## src/rtl/kpb_pkg.sv

```systemverilog
package kpb_pkg;

  localparam int unsigned TIME_W     = 48;
  localparam int unsigned INTERVAL_W = 24;
  localparam int unsigned ADDR_W     = 8;
  localparam int unsigned KEYS_W     = 48;
  localparam int unsigned CFG_IDX_W  = 3;

  localparam logic [7:0]  CMD_INFO_ANSWER = 8'h05;
  localparam logic [7:0]  CMD_DATA_ANSWER = 8'h08;
  localparam logic [31:0] FN_KEYBOARD     = 32'h0000_0040;
  localparam int unsigned FN_KEYBOARD_BIT = 6;

  localparam logic [1:0] WORDS_FULL_COND = 2'd3;

  localparam logic [INTERVAL_W-1:0] POLL_INTERVAL_RST   = 24'd8000;
  localparam logic [INTERVAL_W-1:0] PROBE_INTERVAL_RST  = 24'd250000;
  localparam logic [INTERVAL_W-1:0] RELEASE_TIMEOUT_RST = 24'd100000;
  localparam logic [ADDR_W-1:0]     DEVICE_ADDRESS_RST  = 8'h20;
  localparam logic [ADDR_W-1:0]     HOST_ADDRESS_RST    = 8'h00;

  typedef enum logic [CFG_IDX_W-1:0] {
    REG_POLL_INTERVAL   = 3'd0,
    REG_PROBE_INTERVAL  = 3'd1,
    REG_RELEASE_TIMEOUT = 3'd2,
    REG_DEVICE_ADDRESS  = 3'd3,
    REG_HOST_ADDRESS    = 3'd4
  } reg_index_t;

  localparam logic [1:0] REQ_NONE       = 2'd0;
  localparam logic [1:0] REQ_INFO_PROBE = 2'd1;
  localparam logic [1:0] REQ_GET_COND   = 2'd2;

  typedef struct packed {
    logic [TIME_W-1:0] now_us;
    logic              bus_busy;
    logic              usb_ready;
    logic              usb_mounted;
    logic              resp_valid;
    logic [7:0]        resp_sender;
    logic [7:0]        resp_recipient;
    logic [7:0]        resp_command;
    logic [1:0]        payload_words;
    logic [31:0]       function_word;
    logic [31:0]       cond_word_one;
    logic [31:0]       cond_word_two;
  } item_t;

  typedef struct packed {
    logic [1:0]        request_kind;
    logic              report_send;
    logic [7:0]        report_modifiers;
    logic [KEYS_W-1:0] report_keys;
    logic              keyboard_present;
    logic              led_on;
  } result_t;

  typedef struct packed {
    logic [INTERVAL_W-1:0] poll_interval;
    logic [INTERVAL_W-1:0] probe_interval;
    logic [INTERVAL_W-1:0] release_timeout;
    logic [ADDR_W-1:0]     device_address;
    logic [ADDR_W-1:0]     host_address;
  } cfg_t;

endpackage

```

## src/rtl/kpb_cfg_regs.sv

```systemverilog
module kpb_cfg_regs (
  input  logic                           clk,
  input  logic                           rst,
  input  logic                           wr_en,
  input  logic [kpb_pkg::CFG_IDX_W-1:0]  wr_index,
  input  logic [kpb_pkg::INTERVAL_W-1:0] wr_data,
  output kpb_pkg::cfg_t                  cfg
);

  always_ff @(posedge clk) begin
    if (rst) begin
      cfg.poll_interval   <= kpb_pkg::POLL_INTERVAL_RST;
      cfg.probe_interval  <= kpb_pkg::PROBE_INTERVAL_RST;
      cfg.release_timeout <= kpb_pkg::RELEASE_TIMEOUT_RST;
      cfg.device_address  <= kpb_pkg::DEVICE_ADDRESS_RST;
      cfg.host_address    <= kpb_pkg::HOST_ADDRESS_RST;
    end else if (wr_en) begin
      unique case (kpb_pkg::reg_index_t'(wr_index))
        kpb_pkg::REG_POLL_INTERVAL:   cfg.poll_interval   <= wr_data;
        kpb_pkg::REG_PROBE_INTERVAL:  cfg.probe_interval  <= wr_data;
        kpb_pkg::REG_RELEASE_TIMEOUT: cfg.release_timeout <= wr_data;
        kpb_pkg::REG_DEVICE_ADDRESS:  cfg.device_address  <= wr_data[kpb_pkg::ADDR_W-1:0];
        kpb_pkg::REG_HOST_ADDRESS:    cfg.host_address    <= wr_data[kpb_pkg::ADDR_W-1:0];
        default: ;  // unmapped index, write dropped
      endcase
    end
  end

endmodule

```

## src/rtl/kpb_step.sv

```systemverilog
module kpb_step (
  input  logic             clk,
  input  logic             rst,
  input  logic             step_en,
  input  kpb_pkg::item_t   item,
  input  kpb_pkg::cfg_t    cfg,
  output kpb_pkg::result_t result_next
);

  localparam int unsigned TW = kpb_pkg::TIME_W;
  localparam int unsigned RW = kpb_pkg::KEYS_W + 8;

  // loop state
  logic [RW-1:0] current_report;
  logic          report_waiting;
  logic [TW-1:0] next_request_time;
  logic [TW-1:0] last_answer_time;
  logic          present_flag;
  logic          indicator_flag;

  logic [RW-1:0] current_report_next;
  logic          report_waiting_next;
  logic [TW-1:0] next_request_time_next;
  logic [TW-1:0] last_answer_time_next;
  logic          present_flag_next;
  logic          indicator_flag_next;

  logic          addr_ok, info_ok, data_ok, answer, timeout, issue, send;
  logic [RW-1:0] new_report;
  logic [TW-1:0] elapsed, poll_time, nrt_mid, issue_time;
  logic [kpb_pkg::INTERVAL_W-1:0] interval;

  always_comb begin
    addr_ok = item.resp_valid
              && (item.resp_sender == cfg.device_address)
              && (item.resp_recipient == cfg.host_address);
    info_ok = addr_ok && (item.resp_command == kpb_pkg::CMD_INFO_ANSWER)
              && (item.payload_words != 2'd0)
              && item.function_word[kpb_pkg::FN_KEYBOARD_BIT];
    data_ok = addr_ok && (item.resp_command == kpb_pkg::CMD_DATA_ANSWER)
              && (item.payload_words == kpb_pkg::WORDS_FULL_COND)
              && (item.function_word == kpb_pkg::FN_KEYBOARD);
    answer  = info_ok || data_ok;

    // modifiers, key0, key1, key2..key5; leds byte dropped
    new_report = {item.cond_word_one[31:24], item.cond_word_one[15:8],
                  item.cond_word_one[7:0], item.cond_word_two};

    // an answer this step blocks the timeout outright, so it can't time out
    elapsed = item.now_us - last_answer_time;
    timeout = !answer && (last_answer_time != '0)
              && (elapsed > {{(TW-kpb_pkg::INTERVAL_W){1'b0}}, cfg.release_timeout});

    poll_time = item.now_us + {{(TW-kpb_pkg::INTERVAL_W){1'b0}}, cfg.poll_interval};

    if (data_ok) begin
      current_report_next = new_report;
    end else if (timeout) begin
      current_report_next = '0;
    end else begin
      current_report_next = current_report;
    end

    present_flag_next   = answer  ? 1'b1 : (timeout ? 1'b0 : present_flag);
    indicator_flag_next = data_ok ? 1'b1 : (timeout ? 1'b0 : indicator_flag);
    if (answer) begin
      last_answer_time_next = item.now_us;
    end else if (timeout) begin
      last_answer_time_next = '0;
    end else begin
      last_answer_time_next = last_answer_time;
    end

    if (info_ok) begin
      nrt_mid = poll_time;
    end else if (timeout) begin
      nrt_mid = item.now_us;
    end else begin
      nrt_mid = next_request_time;
    end

    // request scheduling
    issue      = !item.bus_busy && (item.now_us >= nrt_mid);
    interval   = present_flag_next ? cfg.poll_interval : cfg.probe_interval;
    issue_time = item.now_us + {{(TW-kpb_pkg::INTERVAL_W){1'b0}}, interval};
    next_request_time_next = issue ? issue_time : nrt_mid;

    // report emission; a changed report or a mount event arms it
    report_waiting_next = report_waiting || item.usb_mounted
                          || (current_report_next != current_report);
    send = report_waiting_next && item.usb_ready;
    if (send) begin
      report_waiting_next = 1'b0;
    end

    result_next.request_kind     = issue ? (present_flag_next ? kpb_pkg::REQ_GET_COND
                                                              : kpb_pkg::REQ_INFO_PROBE)
                                         : kpb_pkg::REQ_NONE;
    result_next.report_send      = send;
    result_next.report_modifiers = send ? current_report_next[RW-1 -: 8] : 8'd0;
    result_next.report_keys      = send ? current_report_next[kpb_pkg::KEYS_W-1:0] : '0;
    result_next.keyboard_present = present_flag_next;
    result_next.led_on           = indicator_flag_next;
  end

  always_ff @(posedge clk) begin
    if (rst) begin
      current_report    <= '0;
      report_waiting    <= 1'b1;
      next_request_time <= '0;
      last_answer_time  <= '0;
      present_flag      <= 1'b0;
      indicator_flag    <= 1'b0;
    end else if (step_en) begin
      current_report    <= current_report_next;
      report_waiting    <= report_waiting_next;
      next_request_time <= next_request_time_next;
      last_answer_time  <= last_answer_time_next;
      present_flag      <= present_flag_next;
      indicator_flag    <= indicator_flag_next;
    end
  end

endmodule

```

## src/rtl/keyboard_poll_bridge.sv

```systemverilog
// Path: each item is held in the input register, then its result is captured in the
//   result register once that register is empty or being drained; a stalled result
//   holds the item back.
// Throughput: one item per cycle while the result channel is not stalled; the whole loop
//   iteration is one pass of compare-and-update logic in kpb_step between the two registers.
// Reset (rst, synchronous, active high): both channels empty, registers at their
//   defaults, report pending, keyboard absent, no answer time recorded.
module keyboard_poll_bridge (
  input  logic                           clk,
  input  logic                           rst,
  // item channel
  input  logic                           item_valid,
  output logic                           item_stall,
  input  kpb_pkg::item_t                 item,
  // result channel
  output logic                           result_valid,
  input  logic                           result_stall,
  output kpb_pkg::result_t               result,
  // register write channel
  input  logic                           cfg_valid,
  output logic                           cfg_ready,
  input  logic [kpb_pkg::CFG_IDX_W-1:0]  cfg_index,
  input  logic [kpb_pkg::INTERVAL_W-1:0] cfg_data
);

  kpb_pkg::cfg_t    cfg;
  kpb_pkg::item_t   item_q;
  kpb_pkg::result_t result_next;
  logic             item_q_valid;
  logic             advance;

  // Registers are always writable; the user must write only while idle, as the block does not enforce it.
  assign cfg_ready = 1'b1;

  kpb_cfg_regs u_cfg (
    .clk      (clk),
    .rst      (rst),
    .wr_en    (cfg_valid && cfg_ready),
    .wr_index (cfg_index),
    .wr_data  (cfg_data),
    .cfg      (cfg)
  );

  // The held item moves on whenever the result register is empty or being drained,
  // so a finished result waiting on the far side never blocks the next transfer
  // unless it is itself stalled.
  assign advance    = item_q_valid && (!result_valid || !result_stall);
  assign item_stall = item_q_valid && !advance;

  // Input register: refills whenever it is empty or its contents advance.
  always_ff @(posedge clk) begin
    if (rst) begin
      item_q_valid <= 1'b0;
    end else if (!item_stall) begin
      item_q_valid <= item_valid;
    end
  end

  always_ff @(posedge clk) begin
    if (!item_stall && item_valid) begin
      item_q <= item;
    end
  end

  // One service-loop iteration; state commits only on advance.
  kpb_step u_step (
    .clk         (clk),
    .rst         (rst),
    .step_en     (advance),
    .item        (item_q),
    .cfg         (cfg),
    .result_next (result_next)
  );

  // Result register: holds while stalled.
  always_ff @(posedge clk) begin
    if (rst) begin
      result_valid <= 1'b0;
    end else if (advance) begin
      result_valid <= 1'b1;
    end else if (!result_stall) begin
      result_valid <= 1'b0;
    end
  end

  always_ff @(posedge clk) begin
    if (advance) begin
      result <= result_next;
    end
  end

endmodule

```

## config.mk

```make
export PLATFORM = sky130hd
export DESIGN_NAME = keyboard_poll_bridge
export DESIGN_NICKNAME = d
export VERILOG_FILES = /design/src/rtl/kpb_pkg.sv /design/src/rtl/kpb_cfg_regs.sv /design/src/rtl/kpb_step.sv /design/src/rtl/keyboard_poll_bridge.sv
export SDC_FILE = /design/constraint.sdc
export NUM_CORES = 1
export LEC_CHECK = 0
export BUFFER_PORTS_ARGS = -buffer_cell sky130_fd_sc_hd__buf_4
export CORE_MARGIN = 1.5
export CORE_UTILIZATION = 35
export CTS_BUF_LIST = sky130_fd_sc_hd__clkbuf_2 sky130_fd_sc_hd__clkbuf_4 sky130_fd_sc_hd__clkbuf_8
export CTS_CLUSTER_DIAMETER = 150
export DETAILED_ROUTE_END_ITERATION = 10
export MAX_ROUTING_LAYER = met4
export PLACE_DENSITY_LB_ADDON = 0.12
export RECOVER_POWER = 25
export SLEW_MARGIN = 25
export SYNTH_ARGS = -nofsm -noshare
export SYNTH_HDL_FRONTEND = slang
export SYNTH_SLANG_ARGS = --single-unit
```

## constraint.sdc

```tcl
create_clock -name clk -period 23.1 [get_ports clk]
set_input_delay 2.31 -clock clk [delete_from_list [all_inputs] [get_ports clk]]
set_output_delay 2.31 -clock clk [all_outputs]
set_load 0.01 [all_outputs]
```

# Word-level counts from Yosys, hierarchy flattened
# Index checks and enable logic that the tools add are counted.
# word_totals
reg_bits	480
latchBits	0
ramBits	0
rom_bits	0
in_bits	206
word_cells	99
memories	0
# classes
add_sub_neg	3
mul	0
div	0
n_lt_le_gt_ge	2
n_eq_ne	12
n_shift	0
mux	16
bitwise_logic	0
n_reduce_logical	35
# ops
op	count
2-to-1 mux 48 bit	5
2-to-1 mux 56 bit	2
adder 48 x 24 -> 48 bit	2
!= test 56 bit	1
>= comparator 48 bit	1
greater-than comparator 48 x 24 -> 1 bit	1
nonzero test 48 bit	1
subtractor 48 bit	1
equality test 32 x 7 -> 1 bit, second input constant	1
2-to-1 mux 24 bit	1
equality test 8 bit	2
logical AND 1 bit	15
AND reduction 2 bit	6
equality test 8 x 3 -> 1 bit, second input constant	1
equality test 8 x 4 -> 1 bit, second input constant	1
2-to-1 mux 1 bit	7
equality test 3 x 2 -> 1 bit, second input constant	2
zero test 1 bit	6
logical OR 1 bit	4
nonzero test 2 bit	2
equality test 3 x 1 -> 1 bit, second input constant	1
equality test 3 bit, second input constant	1
zero test 3 bit	1
equality test 2 bit, second input constant	1
other kinds (2)	2

# Logic depth before layout (Yosys ltp)
# logic_depth
depth_word	16
depth_mapped	40

# Hierarchy
# A second synthesis with hierarchy kept.
# hier_totals
cells_unflattened	2909
area_unflattened_um2	28107.0
# by_module_without_submodules
mod	instances	cells_per_inst	area_per_inst_um2	seq_area_each_um2
kpb_step	1	2328	17391.7	3103.0
keyboard_poll_bridge	1	247	7154.4	7096.8
kpb_cfg_regs	1	334	3560.9	1761.7

# Least setup slack after synthesis
# Ideal clock, no wire load.
# synth_timing
kind	in2reg
startpoint	in result_stall
endpoint	reg item_q[0] (netlist name), enable pin
setup_time_ns	0.712
t_arrival_ns	9.854
setup_slack_ns	12.533
cell_stages	2
path_buffers	0
path_cell_list	and3_1 > nor2b_1
# synth_between
elab_chain_cells	7
# synth_lines
element	line	source
start: declaration	keyboard_poll_bridge.sv:17	input logic result_stall,
zero test 1 bit	-	
logical OR 1 bit	keyboard_poll_bridge.sv:47	assign advance = item_q_valid && (!result_valid || !result_stall);
logical AND 1 bit	keyboard_poll_bridge.sv:47	
zero test 1 bit	keyboard_poll_bridge.sv:48	assign item_stall = item_q_valid && !advance;
logical AND 1 bit	keyboard_poll_bridge.sv:48	
zero test 1 bit	keyboard_poll_bridge.sv:60	if (!item_stall && item_valid) begin
logical AND 1 bit	keyboard_poll_bridge.sv:60	
end signal: assignment	keyboard_poll_bridge.sv:61	item_q <= item;
end: declaration	keyboard_poll_bridge.sv:27	kpb_pkg::item_t item_q;
# Every way passes these cells.
# A chain may end at the register's enable or synchronous reset.

# Worst setup path in the final report
# layout_timing
startpoint	reg item_q[126] (netlist name)
endpoint	reg u_step.next_request_time[28]
# layout_between
elab_chain_cells	8
elab_cells_between_ends	13
# layout_lines
element	line	source
subtractor 48 bit	kpb_step.sv:50	elapsed = item.now_us - last_answer_time;
greater-than comparator 48 x 24 -> 1 bit	kpb_step.sv:52	&& (elapsed > {{(TW-kpb_pkg::INTERVAL_W){1'b0}}, cfg.release_timeout});
logical AND 1 bit	kpb_step.sv:52	
2-to-1 mux 1 bit / 2-to-1 mux 48 bit (equally long branches)	kpb_step.sv:64, kpb_step.sv:76	
2-to-1 mux 1 bit / 2-to-1 mux 48 bit (equally long branches)	kpb_step.sv:64, kpb_step.sv:74	
2-to-1 mux 24 bit / >= comparator 48 bit (equally long branches)	kpb_step.sv:84, kpb_step.sv:83	
adder 48 x 24 -> 48 bit / logical AND 1 bit (equally long branches)	kpb_step.sv:85, kpb_step.sv:83	
2-to-1 mux 48 bit *	kpb_step.sv:86	next_request_time_next = issue ? issue_time : nrt_mid;
end signal: assignment	kpb_step.sv:117	next_request_time <= next_request_time_next;
end: declaration	kpb_step.sv:16	logic [TW-1:0] next_request_time;
# Every way passes the cells marked *; elsewhere a longest branch is shown, timed or not.

==> results.md <==
Critical path:
- The type of element launching the critical path is a flip-flop.
- The critical path contains buffers and inverters numbering 4 combined.
- The critical path required time is roughly 24000 ps.
- The critical path arrival is 11640 ps.
- The number of cell instances on the worst register-to-register path is 36.
- Broken down by cell family, the worst path's largest delay share belongs to compound AO/OA/AOI/OAI gates.
- The most repeated library cell on the critical path is sky130_fd_sc_hd__a211oi_1.
- The type of element capturing the critical path is a flip-flop.
- The critical path runs through a total of 36 cells.
- The cell at the slowest stage of the critical path is sky130_fd_sc_hd__a211oi_1.
- The biggest cell delay along the critical path is between 600 and 700 ps.
- The critical path is of the flip-flop to flip-flop type.
- In this run the worst path has a maximum fanout of 27.

Timing:
- The share of the clock period used by the worst path is a little under half.
- The worst clock skew on the final layout is 49.8 ps.
- Across all setup checks in the final design, the least slack found is 12030 ps.
- The time the worst path needs with I/O delays and setup is 11070 ps.
- For the pin with the worst max-slew slack, the measured transition is 2470 ps.
- The maximum achievable frequency is 90.3 MHz.
- Setup violations remaining at the end of the flow were counted as 0.
- Adding up every negative setup slack in the final design gives 0 ps.
- The max-slew violation count is 62.
- Setup repair after global routing left no endpoint under its margin.
- The worst max-slew margin expressed relative to the limit is -64.8%.
- The count of final hold-check violations came to 0.

CTS:
- The clock slew at the register clock pins of the worst setup and hold paths is 60 ps.
- The TritonCTS clock tree is built.
- CTS placed an instance of sky130_fd_sc_hd__clkbuf_8 at the clock tree root.
- The H-tree was split into 3 levels.
- The number of clock sinks seen by CTS is 472.
- The number of buffers added by the clock tree synthesis step is 86.
- In this run the post-CTS setup repair buffer count came out at 0.
- No sink is reached through more buffers than the 3 on the longest clock path.
- In this run, post-CTS hold repair placed 0 buffers.
- In this run, post-CTS repair resized a total of 0 instances.
- The clock latency on the worst-skew pair is ~700 ps.

Power:
- The power density over the cells is 65.2 nW/um^2.
- In this run the static leakage power is 12.1 nW.
- VDD sags by at most 0.0384 mV.
- The total power is around 2.1 mW.

Floorplanning:
- The total area inside the core boundary comes to about 77000 um^2.
- In this run the count of I/O pins placed on the die edge is 270.
- In this run the vertical extent of the chip is 283 um.
- The number of core rows is 102.
- The die boundary width is 283 um.
- The die footprint is 79900 um^2.
- The effective utilization at floorplan is a little over a third.

Global routing:
- The number of antenna violations at the first check in global routing is 2.
- The via count of the first global-routing pass is 23.4k.
- Entering global routing, the biggest net connects 140 pins.
- Across every metal layer, demand over resource in global routing totals 23.8%.
- The first global-routing pass estimated around 140 mm of wire.
- The leftover overflow at the end of global routing is 0.

Detailed routing:
- The routed layout has about 24k vias.
- The first routing iteration left between 1.5k and 2k violations.
- The detail route stage leaves a number of antenna-violating nets equal to 0.
- The iteration count of the initial detailed-routing pass is 5.
- In the routed design, unresolved DRC markers number 0.
- The final wirelength is 95.2 mm.
- The routed length per instance is 22.0 um.
- The mean number of vias per cell is 5.62.

Place:
- At the placement stage, the worst setup path has a slack of 12140 ps.
- The placed wire-length estimate is 69.1 mm.
- At the end of routability-driven placement, the weighted congestion stood at 0.922.
- The number of buffer cells added on primary ports is 260.

Flow run:
- The total of max-cap violations is 2.

Worst hold path:
- The min-delay analysis places its worst path in the category flip-flop to flip-flop.
- The depth of the worst hold-timing path is 2.

Yosys:
- The number of nets handed over by synthesis was 3366.
- The commonest register cell after synthesis is sky130_fd_sc_hd__dfxtp_1.
- A synthesized cell averages about 9.2 um^2.
- The synthesized flop and latch total is 472.
- Synthesis produced a netlist whose cell count is 2989.
- Counting flops with an async set or reset pin after synthesis yields a share of 0%.
- Counting distinct cell types in the post-synthesis netlist gives 93.
- The number of synthesized flops with an enable pin is between 200 and 250.
- The number of warnings printed during yosys synthesis is 0.
- The cell area after technology mapping is 27400 um^2.
- The post-synthesis sequential area ratio is between 40% and 50%.

Layout:
- In the final design database the tool counted between 3k and 4k nets.
- Leaving out fill and tap cells, the most frequent cells in the layout are sky130_fd_sc_hd__nand2_1, sky130_fd_sc_hd__a21oi_1, sky130_fd_sc_hd__dfxtp_1.
- The most common cell after layout, fill and taps aside is sky130_fd_sc_hd__nand2_1.
- From synthesis to final layout, the design area changed by 17.5%.
- In the final layout, the share of cells above drive strength 1 is about 15%.

Run status:
- The checks that failed: capacitance limit, slew limit.
- The flow ran to the end, but the final reports show violations.
## Yosys cell counts (28+ instances only)
cell | n | area, um^2
sky130_fd_sc_hd__nand2_1 | 386 | 1450
sky130_fd_sc_hd__a21oi_1 | 261 | 1310
sky130_fd_sc_hd__dfxtp_1 | 245 | 4900
sky130_fd_sc_hd__edfxtp_1 | 227 | 6820
sky130_fd_sc_hd__nor2_1 | 181 | 679
sky130_fd_sc_hd__ha_1 | 168 | 2100
sky130_fd_sc_hd__o21ai_0 | 136 | 681
sky130_fd_sc_hd__inv_1 | 131 | 492
sky130_fd_sc_hd__a22o_1 | 111 | 972
sky130_fd_sc_hd__clkbuf_1 | 111 | 417
sky130_fd_sc_hd__nand3_1 | 111 | 556
sky130_fd_sc_hd__xnor2_1 | 75 | 657
sky130_fd_sc_hd__a21o_1 | 63 | 473
sky130_fd_sc_hd__nor3_1 | 54 | 270
sky130_fd_sc_hd__xor2_1 | 47 | 412
sky130_fd_sc_hd__nand4_1 | 44 | 275
sky130_fd_sc_hd__nor4_1 | 39 | 244
sky130_fd_sc_hd__a211oi_1 | 36 | 270
sky130_fd_sc_hd__o21a_1 | 32 | 240
sky130_fd_sc_hd__nand3b_1 | 29 | 218
sky130_fd_sc_hd__and3_1 | 28 | 175
## report_power, final
| group | internal (mW) | leakage [nW] | switching [mW] |
|---|---|---|---|
| combinational | 0.108 | 6.97 | 0.161 |
| sequential | 0.911 | 4.14 | 0.0319 |
| clock | 0.500 | 1.01 | 0.385 |
| total | 1.52 | 12.1 | 0.578 |
## metal layers
metal	wire (um)	GRT usage, %	vias up
met2	43800	37.1	816
li1	-	-	11600
met4	3070	8.13	0
met5	0	-	-
met3	5090	3.16	184
met1	43300	31.8	11800
## worst paths after layout
| kind | startpoint | endpoint | slack [ps] |
|---|---|---|---|
| worst max-delay path | item_q[126] | u_step.next_request_time[28] | 12030 |
| worst min-delay path | u_cfg.cfg[59] | u_cfg.cfg[59] | 450 |
| worst max register to register | item_q[126] | u_step.next_request_time[28] | 12030 |
| worst min register to register | u_cfg.cfg[59] | u_cfg.cfg[59] | 450 |
## area by class of cell
type	instances	area, um^2
fill	7705	45300
sequential	472	11700
inverter	132	498
timing repair buffer	298	2200
antenna	2	5.00
clock buffer	129	1590
multi-input combinational	2225	14500
clock inverter	30	313
tap	1040	1300
## sequential cells by signal (all words and copies together) (netlist names)
name and count:
item_q 166, u_cfg.cfg 88, result 61, u_step.current_report 56, u_step.last_answer_time 48, u_step.next_request_time 48
item_q_valid 1, result_valid 1, u_step.indicator_flag 1, u_step.present_flag 1, u_step.report_waiting 1
## stage by stage
stage	utilization [%]	area [um^2]	hold slack, ps	cells
floorplan	-	27400	423	2989
global placement	39.1	30300	434	4167
detailed placement	39.1	30300	446	4167
CTS	41.6	32200	456	4326
global route	41.5	32200	468	4327
finish	41.5	32200	453	4328
## cell families (layout without fill, tap and decap cells)
| group | Yosys count | count (layout) | share of synthesized area [%] |
|---|---|---|---|
| and+or+nand+nor | 981 | 981 | 16.9 |
| adders and majority gates | 171 | 171 | 7.90 |
| AOI/OAI and AO/OA | 897 | 897 | 22.1 |
| buffers and inverters | 292 | 589 | 4.36 |
| DFF | 472 | 472 | 42.8 |
| other | 1 | 3 | 0.0137 |
| muxes | 53 | 53 | 2.06 |
| xor gates and xnor gates | 122 | 122 | 3.90 |
## worst register-to-register path: cells and delay by family (launching register included)
| family | cells | cell delay (ps) |
|---|---|---|
| XOR/XNOR | 1 | 420 |
| AO/OA/AOI/OAI | 19 | 5520 |
| adder cells (fa/ha/maj) | 5 | 1620 |
| multiplexers | 1 | 430 |
| AND/OR/NAND/NOR | 6 | 1410 |
| flip-flops | 1 | 560 |
| buffers and inverters | 4 | 1000 |
(Power assumes the default switching activity.)
